File: src/rtl/core/tgn_pkg.sv
`default_nettype none
// ----------------------------------------------------------------------------
// tgn_pkg
// Shared types, constants and codes of the torus gather node.
// ----------------------------------------------------------------------------
package tgn_pkg;

   localparam int MAX_ROWS   = 16;
   localparam int MAX_COLS   = 16;
   localparam int RANK_W     = 8;
   localparam int GEO_W      = 5;
   localparam int ROW_W      = $clog2(MAX_ROWS);
   localparam int COL_W      = $clog2(MAX_COLS);
   localparam int CNT_W      = 9;
   localparam int HOP_W      = 5;
   localparam int PBYTES_W   = 16;
   localparam int BYTES_W    = 24;
   localparam int PROD_W     = PBYTES_W + CNT_W;
   localparam int CSR_IDX_W  = 3;
   localparam int CSR_DATA_W = 16;
   localparam int DIV_CNT_W  = $clog2(RANK_W);

   // register indexes
   localparam logic [CSR_IDX_W-1:0] CSR_NODE_RANK      = 3'd0;
   localparam logic [CSR_IDX_W-1:0] CSR_NUM_ROWS       = 3'd1;
   localparam logic [CSR_IDX_W-1:0] CSR_NUM_COLS       = 3'd2;
   localparam logic [CSR_IDX_W-1:0] CSR_ROOT_RANK      = 3'd3;
   localparam logic [CSR_IDX_W-1:0] CSR_AGGREGATE_MODE = 3'd4;
   localparam logic [CSR_IDX_W-1:0] CSR_PAYLOAD_BYTES  = 3'd5;

   typedef enum logic [1:0] {
      ACT_NONE     = 2'd0,
      ACT_SEND     = 2'd1,
      ACT_COMPLETE = 2'd2
   } action_type;

   typedef enum logic [1:0] {
      PORT_NORTH = 2'd0,
      PORT_SOUTH = 2'd1,
      PORT_EAST  = 2'd2,
      PORT_WEST  = 2'd3
   } port_type;

   typedef enum logic {
      KIND_START  = 1'b0,
      KIND_ARRIVE = 1'b1
   } kind_type;

   typedef struct packed {
      logic                kind;
      logic [RANK_W-1:0]   dest_rank;
      logic [RANK_W-1:0]   source_rank;
      logic [CNT_W-1:0]    payload_count;
      logic [HOP_W-1:0]    hop_count;
   } req_type;

   typedef struct packed {
      logic [1:0]          action;
      logic [1:0]          out_port;
      logic [RANK_W-1:0]   out_dest_rank;
      logic [RANK_W-1:0]   out_source_rank;
      logic [CNT_W-1:0]    out_payload_count;
      logic [HOP_W-1:0]    out_hop_count;
      logic [BYTES_W-1:0]  byte_length;
   } rsp_type;

   typedef enum logic [2:0] {
      OP_NONE,
      OP_DIV_START,
      OP_DIV_STORE,
      OP_DECIDE,
      OP_ROUTE,
      OP_OUT
   } op_type;

   typedef enum logic [2:0] {
      SEL_NODE_COL,
      SEL_NODE_ROW,
      SEL_ROOT_COL,
      SEL_DEST_COL,
      SEL_DEST_ROW
   } dsel_type;

   typedef enum logic [2:0] {
      ST_IDLE,
      ST_DECIDE,
      ST_DIV_START,
      ST_DIV_WAIT,
      ST_ROUTE,
      ST_OUTPUT
   } state_type;

   typedef struct packed {
      logic     accept_en;
      op_type   op;
      dsel_type sel;
   } cmd_type;

   typedef struct packed {
      logic cfg_wr;
      logic req_fire;
      logic div_done;
      logic emit;
      logic out_busy;
   } status_type;

endpackage

`default_nettype wire

File: src/rtl/core/tgn_if.sv
`default_nettype none
// ----------------------------------------------------------------------------
// tgn_if
// Valid/ready channels of the torus gather node: request, response, csr.
// ----------------------------------------------------------------------------
interface tgn_req_if;
   import tgn_pkg::*;

   logic    valid;
   logic    ready;
   req_type payload;

   modport source (output valid, output payload, input ready);
   modport sink   (input valid, input payload, output ready);
endinterface

interface tgn_rsp_if;
   import tgn_pkg::*;

   logic    valid;
   logic    ready;
   rsp_type payload;

   modport source (output valid, output payload, input ready);
   modport sink   (input valid, input payload, output ready);
endinterface

interface tgn_csr_if;
   import tgn_pkg::*;

   logic                  valid;
   logic                  ready;
   logic [CSR_IDX_W-1:0]  index;
   logic [CSR_DATA_W-1:0] data;

   modport source (output valid, output index, output data, input ready);
   modport sink   (input valid, input index, input data, output ready);
endinterface

`default_nettype wire

File: src/rtl/core/tgn_div.sv
`default_nettype none
// ----------------------------------------------------------------------------
// tgn_div
// Restoring divider, one quotient bit per cycle, rank by geometry count.
// ----------------------------------------------------------------------------
module tgn_div (
   input  wire logic                       clock,
   input  wire logic                       reset,
   input  wire logic                       start,
   input  wire logic [tgn_pkg::RANK_W-1:0] dividend,
   input  wire logic [tgn_pkg::GEO_W-1:0]  divisor,
   output logic                            done,
   output logic [tgn_pkg::RANK_W-1:0]      quotient,
   output logic [tgn_pkg::GEO_W-1:0]       remainder
);
   import tgn_pkg::*;

   logic [RANK_W-1:0]    quo_ff, quo_in;
   logic [GEO_W-1:0]     rem_ff, rem_in;
   logic [GEO_W-1:0]     dvs_ff, dvs_in;
   logic [DIV_CNT_W-1:0] cnt_ff, cnt_in;
   logic                 busy_ff, busy_in;
   logic                 done_ff, done_in;
   logic [GEO_W:0]       trial;
   logic [GEO_W:0]       diff;
   logic                 ge;

   always_comb begin
      trial   = {rem_ff, quo_ff[RANK_W-1]};
      ge      = trial >= {1'b0, dvs_ff};
      diff    = trial - {1'b0, dvs_ff};
      quo_in  = quo_ff;
      rem_in  = rem_ff;
      dvs_in  = dvs_ff;
      cnt_in  = cnt_ff;
      busy_in = busy_ff;
      done_in = 1'b0;
      if (start) begin
         quo_in  = dividend;
         rem_in  = '0;
         dvs_in  = divisor;
         cnt_in  = '0;
         busy_in = 1'b1;
      end else if (busy_ff) begin
         quo_in = {quo_ff[RANK_W-2:0], ge};
         rem_in = ge ? diff[GEO_W-1:0] : trial[GEO_W-1:0];
         cnt_in = cnt_ff + 1'b1;
         if (cnt_ff == DIV_CNT_W'(RANK_W - 1)) begin
            busy_in = 1'b0;
            done_in = 1'b1;
         end
      end
   end

   always_ff @(posedge clock) begin
      quo_ff <= quo_in;
      rem_ff <= rem_in;
      dvs_ff <= dvs_in;
      cnt_ff <= cnt_in;
      if (reset) begin
         busy_ff <= 1'b0;
         done_ff <= 1'b0;
      end else begin
         busy_ff <= busy_in;
         done_ff <= done_in;
      end
   end

   assign done      = done_ff;
   assign quotient  = quo_ff;
   assign remainder = rem_ff;

endmodule

`default_nettype wire

File: src/rtl/core/tgn_dpath.sv
`default_nettype none
// ----------------------------------------------------------------------------
// tgn_dpath
// Datapath: config registers, node geometry, gather counters, routing and
// the response register.
// ----------------------------------------------------------------------------
module tgn_dpath (
   input  wire logic                 clock,
   input  wire logic                 reset,
   tgn_req_if.sink                   req_if,
   tgn_rsp_if.source                 rsp_if,
   tgn_csr_if.sink                   csr_if,
   input  wire tgn_pkg::cmd_type     cmd,
   output tgn_pkg::status_type       status
);
   import tgn_pkg::*;

   // config
   logic [RANK_W-1:0]   node_ff, root_ff;
   logic [GEO_W-1:0]    rows_ff, cols_ff;
   logic                mode_ff;
   logic [PBYTES_W-1:0] pbytes_ff;
   logic [GEO_W-1:0]    geo_rows, geo_cols;
   logic [CNT_W-1:0]    nodes_m1;
   logic                cfg_wr;

   // geometry
   logic [COL_W-1:0]    cn_ff, cr_ff, dc_ff;
   logic [ROW_W-1:0]    mr_ff, dr_ff;
   logic [RANK_W-1:0]   qn_ff, qd_ff;

   // item
   req_type             in_ff;
   logic                req_fire;

   // gather state
   logic [CNT_W-1:0]    row_cnt_ff, root_cnt_ff;
   logic                sent_ff;

   // decision
   logic                emit_ff;
   logic [1:0]          act_ff;
   logic [RANK_W-1:0]   tgt_dest_ff, tgt_src_ff;
   logic [CNT_W-1:0]    tgt_pc_ff;
   logic [HOP_W-1:0]    tgt_hop_ff;
   logic                dec_emit, dec_complete, agg_try;
   logic [RANK_W-1:0]   dec_dest, dec_src;
   logic [CNT_W-1:0]    dec_pc, row_new, root_new, agg_total;
   logic [HOP_W-1:0]    dec_hop;
   logic                sent_new;
   logic                is_root, is_leader;
   logic [RANK_W:0]     leader_sum;

   // route
   logic [1:0]          port_ff, port_in;
   logic [PROD_W-1:0]   prod_ff;
   logic [GEO_W-1:0]    d_fwd, d_bwd;

   // divider
   logic                div_start;
   logic [RANK_W-1:0]   div_dividend;
   logic [GEO_W-1:0]    div_divisor;
   logic                div_done;
   logic [RANK_W-1:0]   div_quo;
   logic [GEO_W-1:0]    div_rem;

   // response
   logic                rsp_valid_ff, rsp_valid_in;
   rsp_type             rsp_ff, rsp_in;

   function automatic logic [CNT_W-1:0] sat9(input logic [CNT_W:0] v);
      return v[CNT_W] ? {CNT_W{1'b1}} : v[CNT_W-1:0];
   endfunction

   // (a - b) mod n with a, b < n
   function automatic logic [GEO_W-1:0] ring_dist(input logic [COL_W-1:0] a,
                                                  input logic [COL_W-1:0] b,
                                                  input logic [GEO_W-1:0] n);
      logic [GEO_W:0] s;
      s = {2'b00, a} + {1'b0, n} - {2'b00, b};
      if (s >= {1'b0, n}) begin
         s = s - {1'b0, n};
      end
      return s[GEO_W-1:0];
   endfunction

   // config port
   assign csr_if.ready = 1'b1;
   assign cfg_wr       = csr_if.valid;

   always_ff @(posedge clock) begin
      if (reset) begin
         node_ff   <= '0;
         rows_ff   <= GEO_W'(4);
         cols_ff   <= GEO_W'(4);
         root_ff   <= '0;
         mode_ff   <= 1'b0;
         pbytes_ff <= PBYTES_W'(1024);
      end else if (cfg_wr) begin
         case (csr_if.index)
            CSR_NODE_RANK:      node_ff   <= csr_if.data[RANK_W-1:0];
            CSR_NUM_ROWS:       rows_ff   <= csr_if.data[GEO_W-1:0];
            CSR_NUM_COLS:       cols_ff   <= csr_if.data[GEO_W-1:0];
            CSR_ROOT_RANK:      root_ff   <= csr_if.data[RANK_W-1:0];
            CSR_AGGREGATE_MODE: mode_ff   <= csr_if.data[0];
            CSR_PAYLOAD_BYTES:  pbytes_ff <= csr_if.data[PBYTES_W-1:0];
            default: begin
            end
         endcase
      end
   end

   // clamped geometry
   always_comb begin
      geo_rows = rows_ff;
      if (rows_ff == '0) begin
         geo_rows = GEO_W'(1);
      end else if (rows_ff > GEO_W'(MAX_ROWS)) begin
         geo_rows = GEO_W'(MAX_ROWS);
      end
      geo_cols = cols_ff;
      if (cols_ff == '0) begin
         geo_cols = GEO_W'(1);
      end else if (cols_ff > GEO_W'(MAX_COLS)) begin
         geo_cols = GEO_W'(MAX_COLS);
      end
      nodes_m1 = ({{(CNT_W-GEO_W){1'b0}}, geo_rows} * {{(CNT_W-GEO_W){1'b0}}, geo_cols})
                 - 1'b1;
   end

   // input capture
   assign req_if.ready = cmd.accept_en;
   assign req_fire     = req_if.valid && cmd.accept_en;

   always_ff @(posedge clock) begin
      if (req_fire) begin
         in_ff <= req_if.payload;
      end
   end

   // shared divider
   always_comb begin
      div_start    = cmd.op == OP_DIV_START;
      div_dividend = node_ff;
      div_divisor  = geo_cols;
      case (cmd.sel)
         SEL_NODE_COL: begin
            div_dividend = node_ff;
            div_divisor  = geo_cols;
         end
         SEL_NODE_ROW: begin
            div_dividend = qn_ff;
            div_divisor  = geo_rows;
         end
         SEL_ROOT_COL: begin
            div_dividend = root_ff;
            div_divisor  = geo_cols;
         end
         SEL_DEST_COL: begin
            div_dividend = tgt_dest_ff;
            div_divisor  = geo_cols;
         end
         SEL_DEST_ROW: begin
            div_dividend = qd_ff;
            div_divisor  = geo_rows;
         end
         default: begin
            div_dividend = node_ff;
            div_divisor  = geo_cols;
         end
      endcase
   end

   tgn_div u_div (
      .clock     (clock),
      .reset     (reset),
      .start     (div_start),
      .dividend  (div_dividend),
      .divisor   (div_divisor),
      .done      (div_done),
      .quotient  (div_quo),
      .remainder (div_rem)
   );

   always_ff @(posedge clock) begin
      if (cmd.op == OP_DIV_STORE) begin
         case (cmd.sel)
            SEL_NODE_COL: begin
               cn_ff <= div_rem[COL_W-1:0];
               qn_ff <= div_quo;
            end
            SEL_NODE_ROW: mr_ff <= div_rem[ROW_W-1:0];
            SEL_ROOT_COL: cr_ff <= div_rem[COL_W-1:0];
            SEL_DEST_COL: begin
               dc_ff <= div_rem[COL_W-1:0];
               qd_ff <= div_quo;
            end
            SEL_DEST_ROW: dr_ff <= div_rem[ROW_W-1:0];
            default: begin
            end
         endcase
      end
   end

   // gather decision
   always_comb begin
      is_root      = node_ff == root_ff;
      is_leader    = cn_ff == cr_ff;
      leader_sum   = {1'b0, node_ff} - {{(RANK_W-COL_W+1){1'b0}}, cn_ff}
                     + {{(RANK_W-COL_W+1){1'b0}}, cr_ff};
      dec_emit     = 1'b0;
      dec_complete = 1'b0;
      agg_try      = 1'b0;
      dec_dest     = root_ff;
      dec_src      = node_ff;
      dec_pc       = CNT_W'(1);
      dec_hop      = '0;
      row_new      = row_cnt_ff;
      root_new     = root_cnt_ff;
      sent_new     = sent_ff;
      if (in_ff.kind == KIND_START) begin
         if (!is_root) begin
            if (mode_ff) begin
               if (is_leader) begin
                  agg_try = 1'b1;
               end else begin
                  dec_emit = 1'b1;
                  dec_dest = leader_sum[RANK_W-1:0];
               end
            end else begin
               dec_emit = 1'b1;
            end
         end
      end else if (in_ff.dest_rank != node_ff) begin
         dec_emit = 1'b1;
         dec_dest = in_ff.dest_rank;
         dec_src  = in_ff.source_rank;
         dec_pc   = in_ff.payload_count;
         dec_hop  = in_ff.hop_count;
      end else if (is_root) begin
         root_new     = sat9({1'b0, root_cnt_ff} + {1'b0, in_ff.payload_count});
         dec_complete = root_new == nodes_m1;
      end else begin
         row_new = sat9({1'b0, row_cnt_ff} + {1'b0, in_ff.payload_count});
         agg_try = 1'b1;
      end
      agg_total = sat9({1'b0, row_new} + CNT_W'(1));
      if (agg_try && mode_ff && !sent_ff && !is_root && is_leader
          && agg_total >= CNT_W'(geo_cols)) begin
         dec_emit = 1'b1;
         dec_dest = root_ff;
         dec_src  = node_ff;
         dec_pc   = agg_total;
         dec_hop  = '0;
         sent_new = 1'b1;
      end
   end

   always_ff @(posedge clock) begin
      if (reset) begin
         row_cnt_ff  <= '0;
         root_cnt_ff <= '0;
         sent_ff     <= 1'b0;
      end else if (cmd.op == OP_DECIDE) begin
         row_cnt_ff  <= row_new;
         root_cnt_ff <= root_new;
         sent_ff     <= sent_new;
      end
   end

   always_ff @(posedge clock) begin
      if (cmd.op == OP_DECIDE) begin
         emit_ff     <= dec_emit;
         act_ff      <= dec_emit ? ACT_SEND : (dec_complete ? ACT_COMPLETE : ACT_NONE);
         tgt_dest_ff <= dec_dest;
         tgt_src_ff  <= dec_src;
         tgt_pc_ff   <= dec_pc;
         tgt_hop_ff  <= dec_hop;
      end
   end

   // column first, then row, shorter way round
   always_comb begin
      port_in = PORT_EAST;
      d_fwd   = '0;
      d_bwd   = '0;
      if (dc_ff != cn_ff) begin
         d_fwd   = ring_dist(dc_ff, cn_ff, geo_cols);
         d_bwd   = ring_dist(cn_ff, dc_ff, geo_cols);
         port_in = (d_fwd <= d_bwd) ? PORT_EAST : PORT_WEST;
      end else if (dr_ff != mr_ff) begin
         d_fwd   = ring_dist(dr_ff, mr_ff, geo_rows);
         d_bwd   = ring_dist(mr_ff, dr_ff, geo_rows);
         port_in = (d_fwd <= d_bwd) ? PORT_SOUTH : PORT_NORTH;
      end
   end

   always_ff @(posedge clock) begin
      if (cmd.op == OP_ROUTE) begin
         port_ff <= port_in;
         prod_ff <= pbytes_ff * tgt_pc_ff;
      end
   end

   // response register
   always_comb begin
      rsp_valid_in = rsp_valid_ff;
      if (rsp_if.ready) begin
         rsp_valid_in = 1'b0;
      end
      if (cmd.op == OP_OUT) begin
         rsp_valid_in = 1'b1;
      end
   end

   always_ff @(posedge clock) begin
      if (reset) begin
         rsp_valid_ff <= 1'b0;
      end else begin
         rsp_valid_ff <= rsp_valid_in;
      end
   end

   always_comb begin
      rsp_in        = '0;
      rsp_in.action = act_ff;
      if (emit_ff) begin
         rsp_in.out_port          = port_ff;
         rsp_in.out_dest_rank     = tgt_dest_ff;
         rsp_in.out_source_rank   = tgt_src_ff;
         rsp_in.out_payload_count = tgt_pc_ff;
         rsp_in.out_hop_count     = (tgt_hop_ff == {HOP_W{1'b1}}) ? tgt_hop_ff
                                    : tgt_hop_ff + 1'b1;
         rsp_in.byte_length       = (prod_ff > PROD_W'({BYTES_W{1'b1}}))
                                    ? {BYTES_W{1'b1}} : prod_ff[BYTES_W-1:0];
      end
   end

   always_ff @(posedge clock) begin
      if (cmd.op == OP_OUT) begin
         rsp_ff <= rsp_in;
      end
   end

   assign rsp_if.valid   = rsp_valid_ff;
   assign rsp_if.payload = rsp_ff;

   always_comb begin
      status.cfg_wr   = cfg_wr;
      status.req_fire = req_fire;
      status.div_done = div_done;
      status.emit     = dec_emit;
      status.out_busy = rsp_valid_ff && !rsp_if.ready;
   end

endmodule

`default_nettype wire

File: src/rtl/core/tgn_ctrl.sv
`default_nettype none
// ----------------------------------------------------------------------------
// tgn_ctrl
// Controller: geometry refresh after config writes and per-item sequencing.
// ----------------------------------------------------------------------------
module tgn_ctrl (
   input  wire logic                 clock,
   input  wire logic                 reset,
   input  wire tgn_pkg::status_type  status,
   output tgn_pkg::cmd_type          cmd
);
   import tgn_pkg::*;

   state_type state_ff, state_in;
   dsel_type  sel_ff, sel_in;
   logic      geo_ok_ff, geo_ok_in;
   logic      geo_dirty_ff, geo_dirty_in;
   logic      geo_set;
   logic      geo_start;

   always_ff @(posedge clock) begin
      if (reset) begin
         state_ff     <= ST_IDLE;
         sel_ff       <= SEL_NODE_COL;
         geo_ok_ff    <= 1'b0;
         geo_dirty_ff <= 1'b0;
      end else begin
         state_ff     <= state_in;
         sel_ff       <= sel_in;
         geo_ok_ff    <= geo_ok_in;
         geo_dirty_ff <= geo_dirty_in;
      end
   end

   always_comb begin
      state_in      = state_ff;
      sel_in        = sel_ff;
      geo_set       = 1'b0;
      geo_start     = 1'b0;
      cmd.accept_en = 1'b0;
      cmd.op        = OP_NONE;
      cmd.sel       = sel_ff;
      case (state_ff)
         ST_IDLE: begin
            if (!geo_ok_ff) begin
               geo_start = 1'b1;
               sel_in    = SEL_NODE_COL;
               state_in  = ST_DIV_START;
            end else begin
               cmd.accept_en = 1'b1;
               if (status.req_fire) begin
                  state_in = ST_DECIDE;
               end
            end
         end
         ST_DECIDE: begin
            cmd.op = OP_DECIDE;
            if (status.emit) begin
               sel_in   = SEL_DEST_COL;
               state_in = ST_DIV_START;
            end else begin
               state_in = ST_OUTPUT;
            end
         end
         ST_DIV_START: begin
            cmd.op   = OP_DIV_START;
            state_in = ST_DIV_WAIT;
         end
         ST_DIV_WAIT: begin
            if (status.div_done) begin
               cmd.op = OP_DIV_STORE;
               case (sel_ff)
                  SEL_NODE_COL: begin
                     sel_in   = SEL_NODE_ROW;
                     state_in = ST_DIV_START;
                  end
                  SEL_NODE_ROW: begin
                     sel_in   = SEL_ROOT_COL;
                     state_in = ST_DIV_START;
                  end
                  SEL_ROOT_COL: begin
                     geo_set  = 1'b1;
                     state_in = ST_IDLE;
                  end
                  SEL_DEST_COL: begin
                     sel_in   = SEL_DEST_ROW;
                     state_in = ST_DIV_START;
                  end
                  SEL_DEST_ROW: begin
                     state_in = ST_ROUTE;
                  end
                  default: begin
                     state_in = ST_IDLE;
                  end
               endcase
            end
         end
         ST_ROUTE: begin
            cmd.op   = OP_ROUTE;
            state_in = ST_OUTPUT;
         end
         ST_OUTPUT: begin
            if (!status.out_busy) begin
               cmd.op   = OP_OUT;
               state_in = ST_IDLE;
            end
         end
         default: begin
            state_in = ST_IDLE;
         end
      endcase
      // a write forces a fresh geometry pass, also when it lands inside one
      geo_dirty_in = status.cfg_wr ? 1'b1 : (geo_start ? 1'b0 : geo_dirty_ff);
      geo_ok_in    = status.cfg_wr ? 1'b0
                     : ((geo_set && !geo_dirty_ff) ? 1'b1 : geo_ok_ff);
   end

endmodule

`default_nettype wire

File: src/rtl/core/torus_gather_node_unit.sv
`default_nettype none
// ----------------------------------------------------------------------------
// torus_gather_node_unit
// One node of a 2D torus gather network with dimension-order forwarding.
//
// req_if takes start or packet-arrival events, rsp_if returns exactly one
// response per event, csr_if writes the six node registers (always ready).
// Every transfer is a valid/ready handshake on a rising clock edge.
// An event that sends a packet goes from its transfer to rsp valid
// through two passes of the shared 8-step divider (destination column,
// then row); an event that sends nothing skips the divider.
// One event is in flight at a time, so a new event is not taken before the
// previous one has reached the output register; the next event is taken
// while the previous response still waits in the output register.
// After reset and after the last csr write, req ready stays low while
// three divider passes derive this node's row and column and the root's
// column; a write inside that window adds one more pass of all three. Reset
// restores the register defaults and clears the gather counters. A stalled
// receiver holds rsp valid and payload; the following event is processed
// but waits until the held response is taken.
// ----------------------------------------------------------------------------
module torus_gather_node_unit (
   input  wire logic clock,
   input  wire logic reset,
   tgn_req_if.sink   req_if,
   tgn_rsp_if.source rsp_if,
   tgn_csr_if.sink   csr_if
);
   import tgn_pkg::*;

   cmd_type    cmd;
   status_type status;

   tgn_ctrl u_ctrl (
      .clock  (clock),
      .reset  (reset),
      .status (status),
      .cmd    (cmd)
   );

   tgn_dpath u_dpath (
      .clock  (clock),
      .reset  (reset),
      .req_if (req_if),
      .rsp_if (rsp_if),
      .csr_if (csr_if),
      .cmd    (cmd),
      .status (status)
   );

endmodule

`default_nettype wire
File: src/flat_wrapper.sv
// flat-port wrapper written by rule: the top's interface ports become plain ports
module torus_gather_node_unit_flat import tgn_pkg::*;
  (clock, reset, req_if_valid, req_if_payload, req_if_ready, rsp_if_valid, rsp_if_payload, rsp_if_ready, csr_if_valid, csr_if_index, csr_if_data, csr_if_ready);
  tgn_req_if req_if_i ();
  tgn_rsp_if rsp_if_i ();
  tgn_csr_if csr_if_i ();
  input  wire logic clock;
  input  wire logic reset;
  input wire logic [$bits(req_if_i.valid)-1:0] req_if_valid;
  input wire logic [$bits(req_if_i.payload)-1:0] req_if_payload;
  output wire logic [$bits(req_if_i.ready)-1:0] req_if_ready;
  output wire logic [$bits(rsp_if_i.valid)-1:0] rsp_if_valid;
  output wire logic [$bits(rsp_if_i.payload)-1:0] rsp_if_payload;
  input wire logic [$bits(rsp_if_i.ready)-1:0] rsp_if_ready;
  input wire logic [$bits(csr_if_i.valid)-1:0] csr_if_valid;
  input wire logic [$bits(csr_if_i.index)-1:0] csr_if_index;
  input wire logic [$bits(csr_if_i.data)-1:0] csr_if_data;
  output wire logic [$bits(csr_if_i.ready)-1:0] csr_if_ready;
  assign req_if_i.valid = req_if_valid;
  assign req_if_i.payload = req_if_payload;
  assign req_if_ready = req_if_i.ready;
  assign rsp_if_valid = rsp_if_i.valid;
  assign rsp_if_payload = rsp_if_i.payload;
  assign rsp_if_i.ready = rsp_if_ready;
  assign csr_if_i.valid = csr_if_valid;
  assign csr_if_i.index = csr_if_index;
  assign csr_if_i.data = csr_if_data;
  assign csr_if_ready = csr_if_i.ready;
  torus_gather_node_unit u_core (.clock(clock), .reset(reset), .req_if(req_if_i), .rsp_if(rsp_if_i), .csr_if(csr_if_i));
endmodule
File: config.mk
export PLATFORM = sky130hd
export DESIGN_NAME = torus_gather_node_unit_flat
export DESIGN_NICKNAME = d
export VERILOG_FILES = /design/src/rtl/core/tgn_pkg.sv /design/src/rtl/core/tgn_if.sv /design/src/rtl/core/tgn_div.sv /design/src/rtl/core/tgn_dpath.sv /design/src/rtl/core/tgn_ctrl.sv /design/src/rtl/core/torus_gather_node_unit.sv /design/src/flat_wrapper.sv
export SDC_FILE = /design/constraint.sdc
export NUM_CORES = 1
export LEC_CHECK = 0
export BUFFER_PORTS_ARGS = -buffer_cell sky130_fd_sc_hd__clkbuf_2
export CAP_MARGIN = 20
export CORE_ASPECT_RATIO = 1.75
export CORE_MARGIN = 4
export CORE_UTILIZATION = 62
export CTS_BUF_LIST = sky130_fd_sc_hd__clkbuf_8 sky130_fd_sc_hd__clkbuf_16
export CTS_CLUSTER_DIAMETER = 60
export DETAILED_ROUTE_END_ITERATION = 8
export PLACE_DENSITY = 0.81
export RECOVER_POWER = 25
export SLEW_MARGIN = 40
export SYNTH_ARGS = -nofsm -noshare
export SYNTH_HDL_FRONTEND = slang
export SYNTH_SLANG_ARGS = --single-unit
File: constraint.sdc
create_clock -name clock -period 13.6 [get_ports clock]
set_input_delay 1.36 -clock clock [delete_from_list [all_inputs] [get_ports clock]]
set_output_delay 1.36 -clock clock [all_outputs]
set_load 0.005 [all_outputs]
-- Word-level counts from Yosys, hierarchy flattened
Cells that the tools add are included.
- bitwise operators: 3
- multiplexer cells: 89
- $add $sub $neg: 21
- $lt $le $gt $ge: 11
- multipliers: 2
- reduce and logical (&&, ||, !) cells: 41
- equality and inequality tests: 33
- operators with widths (cell ; count):
    2-to-1 mux 8 bit ; 11
    2-to-1 mux 5 bit ; 17
    2-to-1 mux 9 bit ; 9
    2-to-1 mux 1 bit ; 32
    one-hot mux 8 bit (4 select lines) ; 1
    >= comparator 6 x 5 -> 1 bit ; 5
    2-to-1 mux 3 bit ; 9
    > comparator 25 x 24 -> 1 bit, second input constant ; 1
    multiplier 16 x 9 -> 25 bit ; 1
    subtractor 5 bit ; 5
    adder 4 x 5 -> 6 bit ; 4
    equality test 3 x 2 -> 1 bit, second input constant ; 8
    equality test 3 bit, second input constant ; 8
    2-to-1 mux 24 bit ; 1
    AND reduction 2 bit ; 12
    subtractor 6 x 4 -> 6 bit ; 4
    adder 9 x 9 -> 10 bit ; 2
    one-hot mux 3 bit (3 select lines) ; 2
    one-hot mux 3 bit (6 select lines) ; 1
    one-hot mux 3 bit (5 select lines) ; 1
    equality test 3 x 1 -> 1 bit, second input constant ; 4
    adder 9 x 1 -> 10 bit, second input constant ; 1
    > comparator 5 bit, second input constant ; 2
    <= comparator 5 bit ; 2
    other kinds (30) ; 57
- output and inout bits: 61
- logic and storage cells: 247
- register bits: 279

-- Logic depth before layout (Yosys ltp)
Gate-level depths: netlist of run 1.
- depth after elaboration: 13
- mapped depth: 25

-- Modules after synthesis
A second synthesis of run 1 with hierarchy kept.
- cell total of the unflattened synthesis: 2036
- area, all modules: 20369.5 µm²
- modules (own cells, without submodules) (module ; area each (µm²) ; times used ; sequential area each (µm²) ; cells each):
    tgn_dpath ; 18642.9 ; 1 ; 6816.5 ; 1864
    tgn_div ; 1174.9 ; 1 ; 590.6 ; 98
    tgn_ctrl ; 551.8 ; 1 ; 160.2 ; 74

-- Worst setup path before layout of run 1
OpenSTA, ideal clock, no wires.
- kind: register to register
- from: register u_core.u_dpath.pbytes_ff[3]
- to: register u_core.u_dpath.prod_ff[23], data pin
- setup time: 259 ps
- arrival: 4966 ps
- path buffers: 1
- path slack: 8376 ps
- clock period less this slack: 5224 ps
- stages on the path, launching flop included: 21
- path through: dfxtp_1 > clkbuf_1 > nand2_1 > fa_1 > fa_1 > inv_1 > ha_1 > inv_1 > fa_1 > inv_1 > ha_1 > a21o_1 > a21oi_1 > o21ai_0 > or4_1 > o311ai_0 > o21ai_0 > o41ai_1 > o211ai_1 > o211ai_1 > xnor2_1
- word-level cells in the longest chain between the ends: 1
- RTL lines (what ; line ; source):
    start, declared ; tgn_dpath.sv:22 ; logic [PBYTES_W-1:0] pbytes_ff;
    start signal, assigned ; tgn_dpath.sv:106 ; CSR_PAYLOAD_BYTES: pbytes_ff <= csr_if.data[PBYTES_W-1:0];
    multiplier 16 x 9 -> 25 bit ; tgn_dpath.sv:301 ; prod_ff <= pbytes_ff * tgt_pc_ff;
    end signal, assigned ; tgn_dpath.sv:301 ;
    end, declared ; tgn_dpath.sv:56 ; logic [PROD_W-1:0] prod_ff;
No other way between the ends.
A chain may end at the register's enable or synchronous reset.

-- Worst setup path in the final report of run 1
- from: register u_core.u_dpath.tgt_pc_ff[2]
- to: register u_core.u_dpath.prod_ff[19], data pin
- word-level cells in the longest chain between the ends: 1
- RTL lines (what ; line ; source):
    start, declared ; tgn_dpath.sv:44 ; logic [CNT_W-1:0] tgt_pc_ff;
    start signal, assigned ; tgn_dpath.sv:277 ; tgt_pc_ff <= dec_pc;
    multiplier 16 x 9 -> 25 bit ; tgn_dpath.sv:301 ;
No other way between the ends.

==> results by group, run 1 <==
Floorplanning
  – Die Span Y: 246 microns
  – Initial Util: 62.6%
  – Cell Rows: 87
  – Total die area: 0.0355 sq mm
  – Core Area: ~0.032 sq mm
  – Die Width: 144 microns
  – I/O pins: 116

Timing
  – WHS: about 440 ps
  – Setup TNS: 0 ps
  – Worst slew margin: -145%
  – Fin crit period: 6190 ps
  – Final-report max-slew violation count: 148
  – RSZ-0062 raised after global routing: no
  – Fmax: 0.161 GHz
  – Final setup viols: 0
  – Final WS setup: 7410 ps
  – Fin. Hold Viols: 0
  – Final Cycle Share: 45.5%
  – Actual slew at the worst max-slew pin: 3670 ps
  – Layout Skew: approximately 9 ps

Power and ir drop
  – P per Cell Area: 99.0 mW/mm^2
  – LEAKAGE: between 9 and 10 nW
  – Peak VDD IR: around 0.00014 V

Synthesis
  – Synth Area per Inst: 9.96 sq um
  – Post-synth EDFFs: slightly below 200
  – Count of different cell masters after synthesis: 73
  – Synth Net Count: roughly 2,400
  – Ys flop type: edfxtp_1
  – Asr flop ratio synth: 0%
  – Sequential area share after synthesis: 37.7%
  – Flops & latches, synth: roughly 280
  – Syn Inst Count: 2,017
  – Synth Warn #: 0
  – Mapped cell area: 0.0201 sq mm

Worst setup path
  – Reg2Reg Setup Slack: between 7000 and 8000 ps
  – Critical path endpoint: u_core.u_dpath.prod_ff[19]
  – Crit end category: flop
  – Crit path launch: u_core.u_dpath.tgt_pc_ff[2]
  – WP data arrival: 6500 ps
  – Critical R2R Launch: u_core.u_dpath.tgt_pc_ff[2]
  – FF-to-FF End: u_core.u_dpath.prod_ff[19]
  – WP data required: 13,900 ps
  – Crit path max fanout: 17
  – R2R cell count: 18
  – CP Launch Type: flop
  – Setup CP Type: reg2reg

Global routing
  – Met3 Use GR: 3.13%
  – GRT overflow: 0
  – Total track usage: a little over a quarter
  – Largest net degree at the start of global routing: between 70 and 80
  – Number of global-route vias before repair: 15,483
  – First-pass GRT wire length: 76.5 mm
  – Grt met2 use: ~51%
  – Met1 GRT Util: 29.5%
  – Top Usage Layer GRT: met2
  – Initial antenna violation count: 0

Final layout
  – Nets: 2,433
  – Diode count: 0
  – Final Instance Area: around 0.022 sq mm
  – Core Util, Final: approximately two thirds
  – FILL cells: 2,385
  – Area delta synth->final: 8.98%
  – Layout cells sized above 1: about a tenth

Detailed routing
  – Drt first pass iters: 5
  – Routed wire length: ~48 mm
  – Vias: roughly 15,000
  – Initial DRC count: 903
  – DR vias/cell: between 5 and 6
  – Wire length per cell: 19.0 microns
  – DRC violations left: 0
  – DRT antenna net count: 0

Status
  – Failing checks: max-capacitance violations, max-slew violations
  – Status: complete, but fails checks

Placed design
  – Routability cong.: 0.932
  – Pre-CTS WS: between 7000 and 8000 ps
  – Area of placed instances: 0.0210 sq mm
  – Port Buf Inserts: 114
  – HPWL Detailed: 37.1 mm

Clock network
  – CTS resizes: 0
  – CTS Sinks: 279
  – Clock tree buffer depth: 3
  – Post-CTS setup buffers: 0
  – H-tree Lvls: 1
  – CTS tree: done
  – CTS clk-pin slew, worst paths: 70 ps
  – CTS Hold Bufs: 0
  – Total CTS buffers: 26
  – Root buffer cell: clkbuf_16
  – Worst skew pair latency: between 500 and 600 ps

Worst hold path
  – Worst hold path type: reg2reg

Flow run
  – Max Cap Violations: 3
-- kinds of logic (layout without fill, tap and decap cells) --
| logic type | count (synthesis) | count (layout) | share of synthesized area (%) |
|---|---|---|---|
| AND/OR/NAND/NOR | 617 | 617 | 14.2 |
| other | 1 | 1 | 0.0187 |
| XOR/XNOR | 112 | 112 | 4.88 |
| buffers and inverters | 306 | 400 | 5.75 |
| multiplexers | 43 | 43 | 2.56 |
| adder cells (fa/ha/maj) | 287 | 287 | 23.0 |
| AO/OA/AOI/OAI | 372 | 372 | 11.9 |
| flip-flops | 279 | 279 | 37.7 |
-- synth_stat cells, types with 8 or more instances --
cell	number	share of area, %
a211oi_1	11	0.41
a21o_1	24	0.90
a21oi_1	121	3.0
a31oi_1	8	0.25
and2_1	93	2.9
and3_1	9	0.28
buf_1	9	0.17
clkbuf_1	67	1.3
dfxtp_1	81	8.1
edfxtp_1	198	30
fa_1	138	14
ha_1	149	9.3
inv_1	225	4.2
mux2_2	8	0.45
mux2i_1	29	1.4
nand2_1	259	4.8
nand2b_1	23	0.72
nand3_1	17	0.42
nor2_1	134	2.5
nor2b_1	28	0.87
nor3_1	20	0.50
o211ai_1	16	0.60
o21a_1	32	1.2
o21ai_0	81	2.0
o21bai_1	12	0.45
o22ai_1	8	0.25
xnor2_1	76	3.3
xor2_1	36	1.6
-- metrics by stage --
stage | cells | total power [W]
3_5_place_dp | 2462 | 0.00140
6_report | 2511 | 0.00217
5_1_grt | 2511 | 0.00226
4_1_cts | 2510 | 0.00218
3_3_place_gp | 2462 | 0.00138
2_1_floorplan | 2017 | 0.00129
-- how the worst min path moves through the flow --
stage | startpoint | endpoint | cells after the start
4_1_cts | u_core.u_dpath.act_ff[1] | u_core.u_dpath.rsp_if.payload[57] | 0
5_1_grt | u_core.u_dpath.act_ff[1] | u_core.u_dpath.rsp_if.payload[57] | 0
6_report | u_core.u_dpath.act_ff[1] | u_core.u_dpath.rsp_if.payload[57] | 0
3_5_place_dp | u_core.u_dpath.act_ff[1] | u_core.u_dpath.rsp_if.payload[57] | 0
3_3_place_gp | u_core.u_dpath.act_ff[1] | u_core.u_dpath.rsp_if.payload[57] | 0
2_1_floorplan | u_core.u_dpath.act_ff[0] | u_core.u_dpath.rsp_if.payload[56] | 0
-- where the power goes --
group          switching [W]  internal [W]  total (W)
clock network       0.000331      0.000455   0.000786
registers          0.0000571      0.000970    0.00103
logic               0.000205      0.000150   0.000355
total               0.000593       0.00157    0.00217
-- worst max-delay path: stages, from the launching register on --
cell and delay, ps:
edfxtp_1 690, nand2_1 170, fa_1 530, fa_1 520, inv_1 40, ha_1 260
inv_1 50, fa_1 580, inv_1 60, ha_1 290, a21o_1 180, a21oi_1 210
o21ai_0 170, or4_1 410, o311ai_0 240, o21ai_0 360, o41ai_1 760, o21ai_0 240
xor2_1 180
-- layer usage --
metal,vias up,wire length [microns]
met3,210,2480
met5,-,0
met2,565,25700
met1,7181,16700
met4,0,2990
li1,6948,-
-- cells in the final DEF, fill, tap and decap left out, types with 32 or more instances in the layout --
master / count
xnor2_1: 76
nand2_1: 259
inv_1: 230
o21a_1: 32
fa_1: 138
ha_1: 149
a21oi_1: 121
nor2_1: 131
xor2_1: 36
and2_1: 68
o21ai_0: 81
clkbuf_2: 107
edfxtp_1: 198
dfxtp_1: 79
-- registers in the layout, summed over array words and instances (netlist names), 9 cells and up --
register,count
u_core.u_dpath.in_ff,31
u_core.u_dpath.pbytes_ff,16
u_core.u_dpath.prod_ff,25
u_core.u_dpath.root_cnt_ff,9
u_core.u_dpath.row_cnt_ff,9
u_core.u_dpath.rsp_if.payload,58
u_core.u_dpath.tgt_pc_ff,9
-- cell type report --
class / count / area, sq um / area share (%)
Multi-Input combinational cell: 1432 / 11400 / 52.1
Sequential cell: 279 / 7570 / 34.6
Inverter: 226 / 848 / 3.87
Clock buffer: 27 / 664 / 3.03
Timing Repair Buffer: 126 / 648 / 2.96
Tap cell: 400 / 500 / 2.28
Clock inverter: 21 / 258 / 1.18
Power figures use the tool's default switching activity.
==> run 2: changes to the inputs <==
- clock period: 13.6 -> 6.1 ns (I/O delays scaled with it)
==> run 2 against run 1 <==
Net effect:
- the flow now finishes without violations
- count of clock-buffer cells in the layout rose by 4
- sequential share of layout area shrank 0.27 points
- critical path depth up 5
- non-clock buffer count up 25
- worst setup slack got worse by 6900 ps
- worst hold slack worse by 220 ps
- clock power rose by 120%
- die area stayed put
==> results by group, run 2 (same netlist as run 1, synthesis figures left out) <==
Detailed routing
  – DRC violations left: 0 (unchanged)
  – DR vias/cell: 5.96 (+0.46%)
  – Drt first pass iters: 5 (unchanged)
  – Wire length per cell: 19.2 microns (+1.0%)
  – Initial DRC count: 930 (+3.0%)
  – Vias: 15,121 (+1.5%)
  – DRT antenna net count: 0 (unchanged)
  – Routed wire length: 48.8 mm (+2.0%)

Worst setup path
  – Crit path max fanout: 10 (-7)
  – Crit end category: flop
  – WP data arrival: 5880 ps (-620 ps)
  – WP data required: 6380 ps (-7520 ps)
  – Setup CP Type: reg2reg
  – CP Launch Type: flop

Floorplanning
  – Core Area: 0.0321 sq mm (unchanged)
  – I/O pins: 116 (unchanged)
  – Cell Rows: 87 (unchanged)
  – Initial Util: 62.6% (unchanged)
  – Total die area: 0.0355 sq mm (unchanged)
  – Die Width: 144 microns (unchanged)
  – Die Span Y: 246 microns (unchanged)

Timing
  – Fin. Hold Viols: 0 (unchanged)
  – Fmax: 0.179 GHz (+11%)
  – Final setup viols: 0 (unchanged)
  – Fin crit period: 5600 ps (-594 ps)
  – Actual slew at the worst max-slew pin: 1010 ps (-2660 ps)
  – RSZ-0062 raised after global routing: no
  – Final Cycle Share: 91.8% (+46 points)
  – Worst slew margin: 31.9% (+180 points)
  – WHS: 224 ps (-217 ps)
  – Setup TNS: 0 ps (unchanged)
  – Final-report max-slew violation count: 0 (-100%)
  – Layout Skew: 26.0 ps (+17.0 ps)

Power and ir drop
  – Peak VDD IR: 0.000279 V (+100%)
  – LEAKAGE: 9.52 nW (+1.4%)
  – P per Cell Area: 216 mW/mm^2 (+120%)
  – Pwr Total: 0.00478 W (+120%)

Clock network
  – CTS tree: done
  – CTS Sinks: 279 (unchanged)
  – H-tree Lvls: 1 (unchanged)
  – Worst skew pair latency: 560 ps (about the same)
  – CTS Hold Bufs: 0 (unchanged)
  – Post-CTS setup buffers: 0 (unchanged)
  – CTS clk-pin slew, worst paths: 70 ps (about the same)
  – Clock tree buffer depth: 3 (unchanged)
  – Root buffer cell: clkbuf_16
  – Total CTS buffers: 26 (unchanged)
  – CTS resizes: 0 (unchanged)

Flow run
  – Max Cap Violations: 0 (-3)

Final layout
  – Area delta synth->final: 9.83%
  – Layout cells sized above 1: 10.6% (+1.1 points)
  – Most common cell after layout, fill and taps aside: nand2_1
  – Core Util, Final: 68.7% (+0.53 points)
  – Largest register FFs: 58 (unchanged)
  – Fin cells: 2,536 (+1.0%)
  – Diode count: 0 (unchanged)
  – FILL cells: 2,390 (+0.21%)
  – Multi-input gate area: 0.0114 sq mm (about the same)
  – Nets: 2,458 (+1.0%)
  – Most frequent cells in the layout: 259 x nand2_1, 231 x inv_1, 198 x edfxtp_1
  – Register area: 0.00757 sq mm (about the same)

Global routing
  – GRT overflow: 0 (unchanged)
  – Largest net degree at the start of global routing: 74 (unchanged)
  – Initial antenna violation count: 0 (unchanged)
  – First-pass GRT wire length: 77.0 mm (+0.65%)
  – Total track usage: 27.5% (+0.19 points)
  – Number of global-route vias before repair: 15,791 (+2.0%)

Status
  – Status: finished, final reports clean

Placed design
  – Inst Count DP: 2,487 (+1.0%)
  – Port Buf Inserts: 114 (unchanged)
  – Routability cong.: 0.959 (+2.9%)
  – HPWL Detailed: 38.4 mm (+3.4%)

Worst hold path
  – Worst hold path type: in2reg
## run 2: cell types whose count changed in the layout (fill, tap and decap cells not counted), sizes merged
| cell | delta |
|---|---|
| buf | +28 |
| bufinv | -2 |
| inv | -2 |
| clkbuf | +1 |
## run 2: cell type report
type                    count  area share (%)
clock buffers              31            3.26
clock inverters            17           0.805
inverters                 226            3.84
multi-input cells        1432            51.7
flip-flops and latches    279            34.3
well taps                 400            2.27
repair buffers            151            3.85
## run 2: worst max-delay path: stages, from the launching register on
cell and delay (ps):
dfxtp_1 620, inv_1 310, o21ai_0 340, inv_1 220, ha_1 380, fa_1 450, xor2_1 320, ha_1 340
nor2b_1 150, o21ai_0 140, nand2b_1 110, a41o_1 210, a21oi_1 140, nand2_1 200, nor2_1 150, a21oi_1 60
ha_1 300, nor2b_1 130, o21a_1 110, o21ai_0 80, nand2b_1 80, a21oi_1 60, a31oi_1 290, o22ai_1 130
## run 2: worst paths after layout
kind / cells after the start / startpoint / to / slack (ps)
min reg2reg: 0 / u_core.u_dpath.act_ff[1] / u_core.u_dpath.rsp_if.payload[57] / 420
max reg2reg: 23 / u_core.u_dpath.rows_ff[4] / u_core.u_dpath.port_ff[0] / 500
min: 1 / req_if_payload[29] / u_core.u_dpath.in_ff[29] / 220
max: 23 / u_core.u_dpath.rows_ff[4] / u_core.u_dpath.port_ff[0] / 500
## run 2: metal layers
layer | track usage, % | up-vias | part of all wire, %
met4 | 18.0 | 0 | 7.3
met3 | 3.26 | 213 | 5.3
li1 | - | 6996 | -
met2 | 50.9 | 588 | 53
met5 | 0 | - | 0
met1 | 28.6 | 7324 | 34
## run 2: metrics by stage
stage          instance area (sq um)  setup slack, ps
4_1_cts                        22100              575
3_3_place_gp                   21100              720
3_5_place_dp                   21200              576
2_1_floorplan                  20100              876
6_report                       22100              500
5_1_grt                        22100              177
## run 2: where the power goes
group | switching [W] | total [W] | internal [W] | leakage [nW]
Clock | 0.000718 | 0.00169 | 0.000970 | 0.460
Combinational | 0.000469 | 0.000808 | 0.000340 | 6.60
Sequential | 0.000117 | 0.00228 | 0.00216 | 2.46
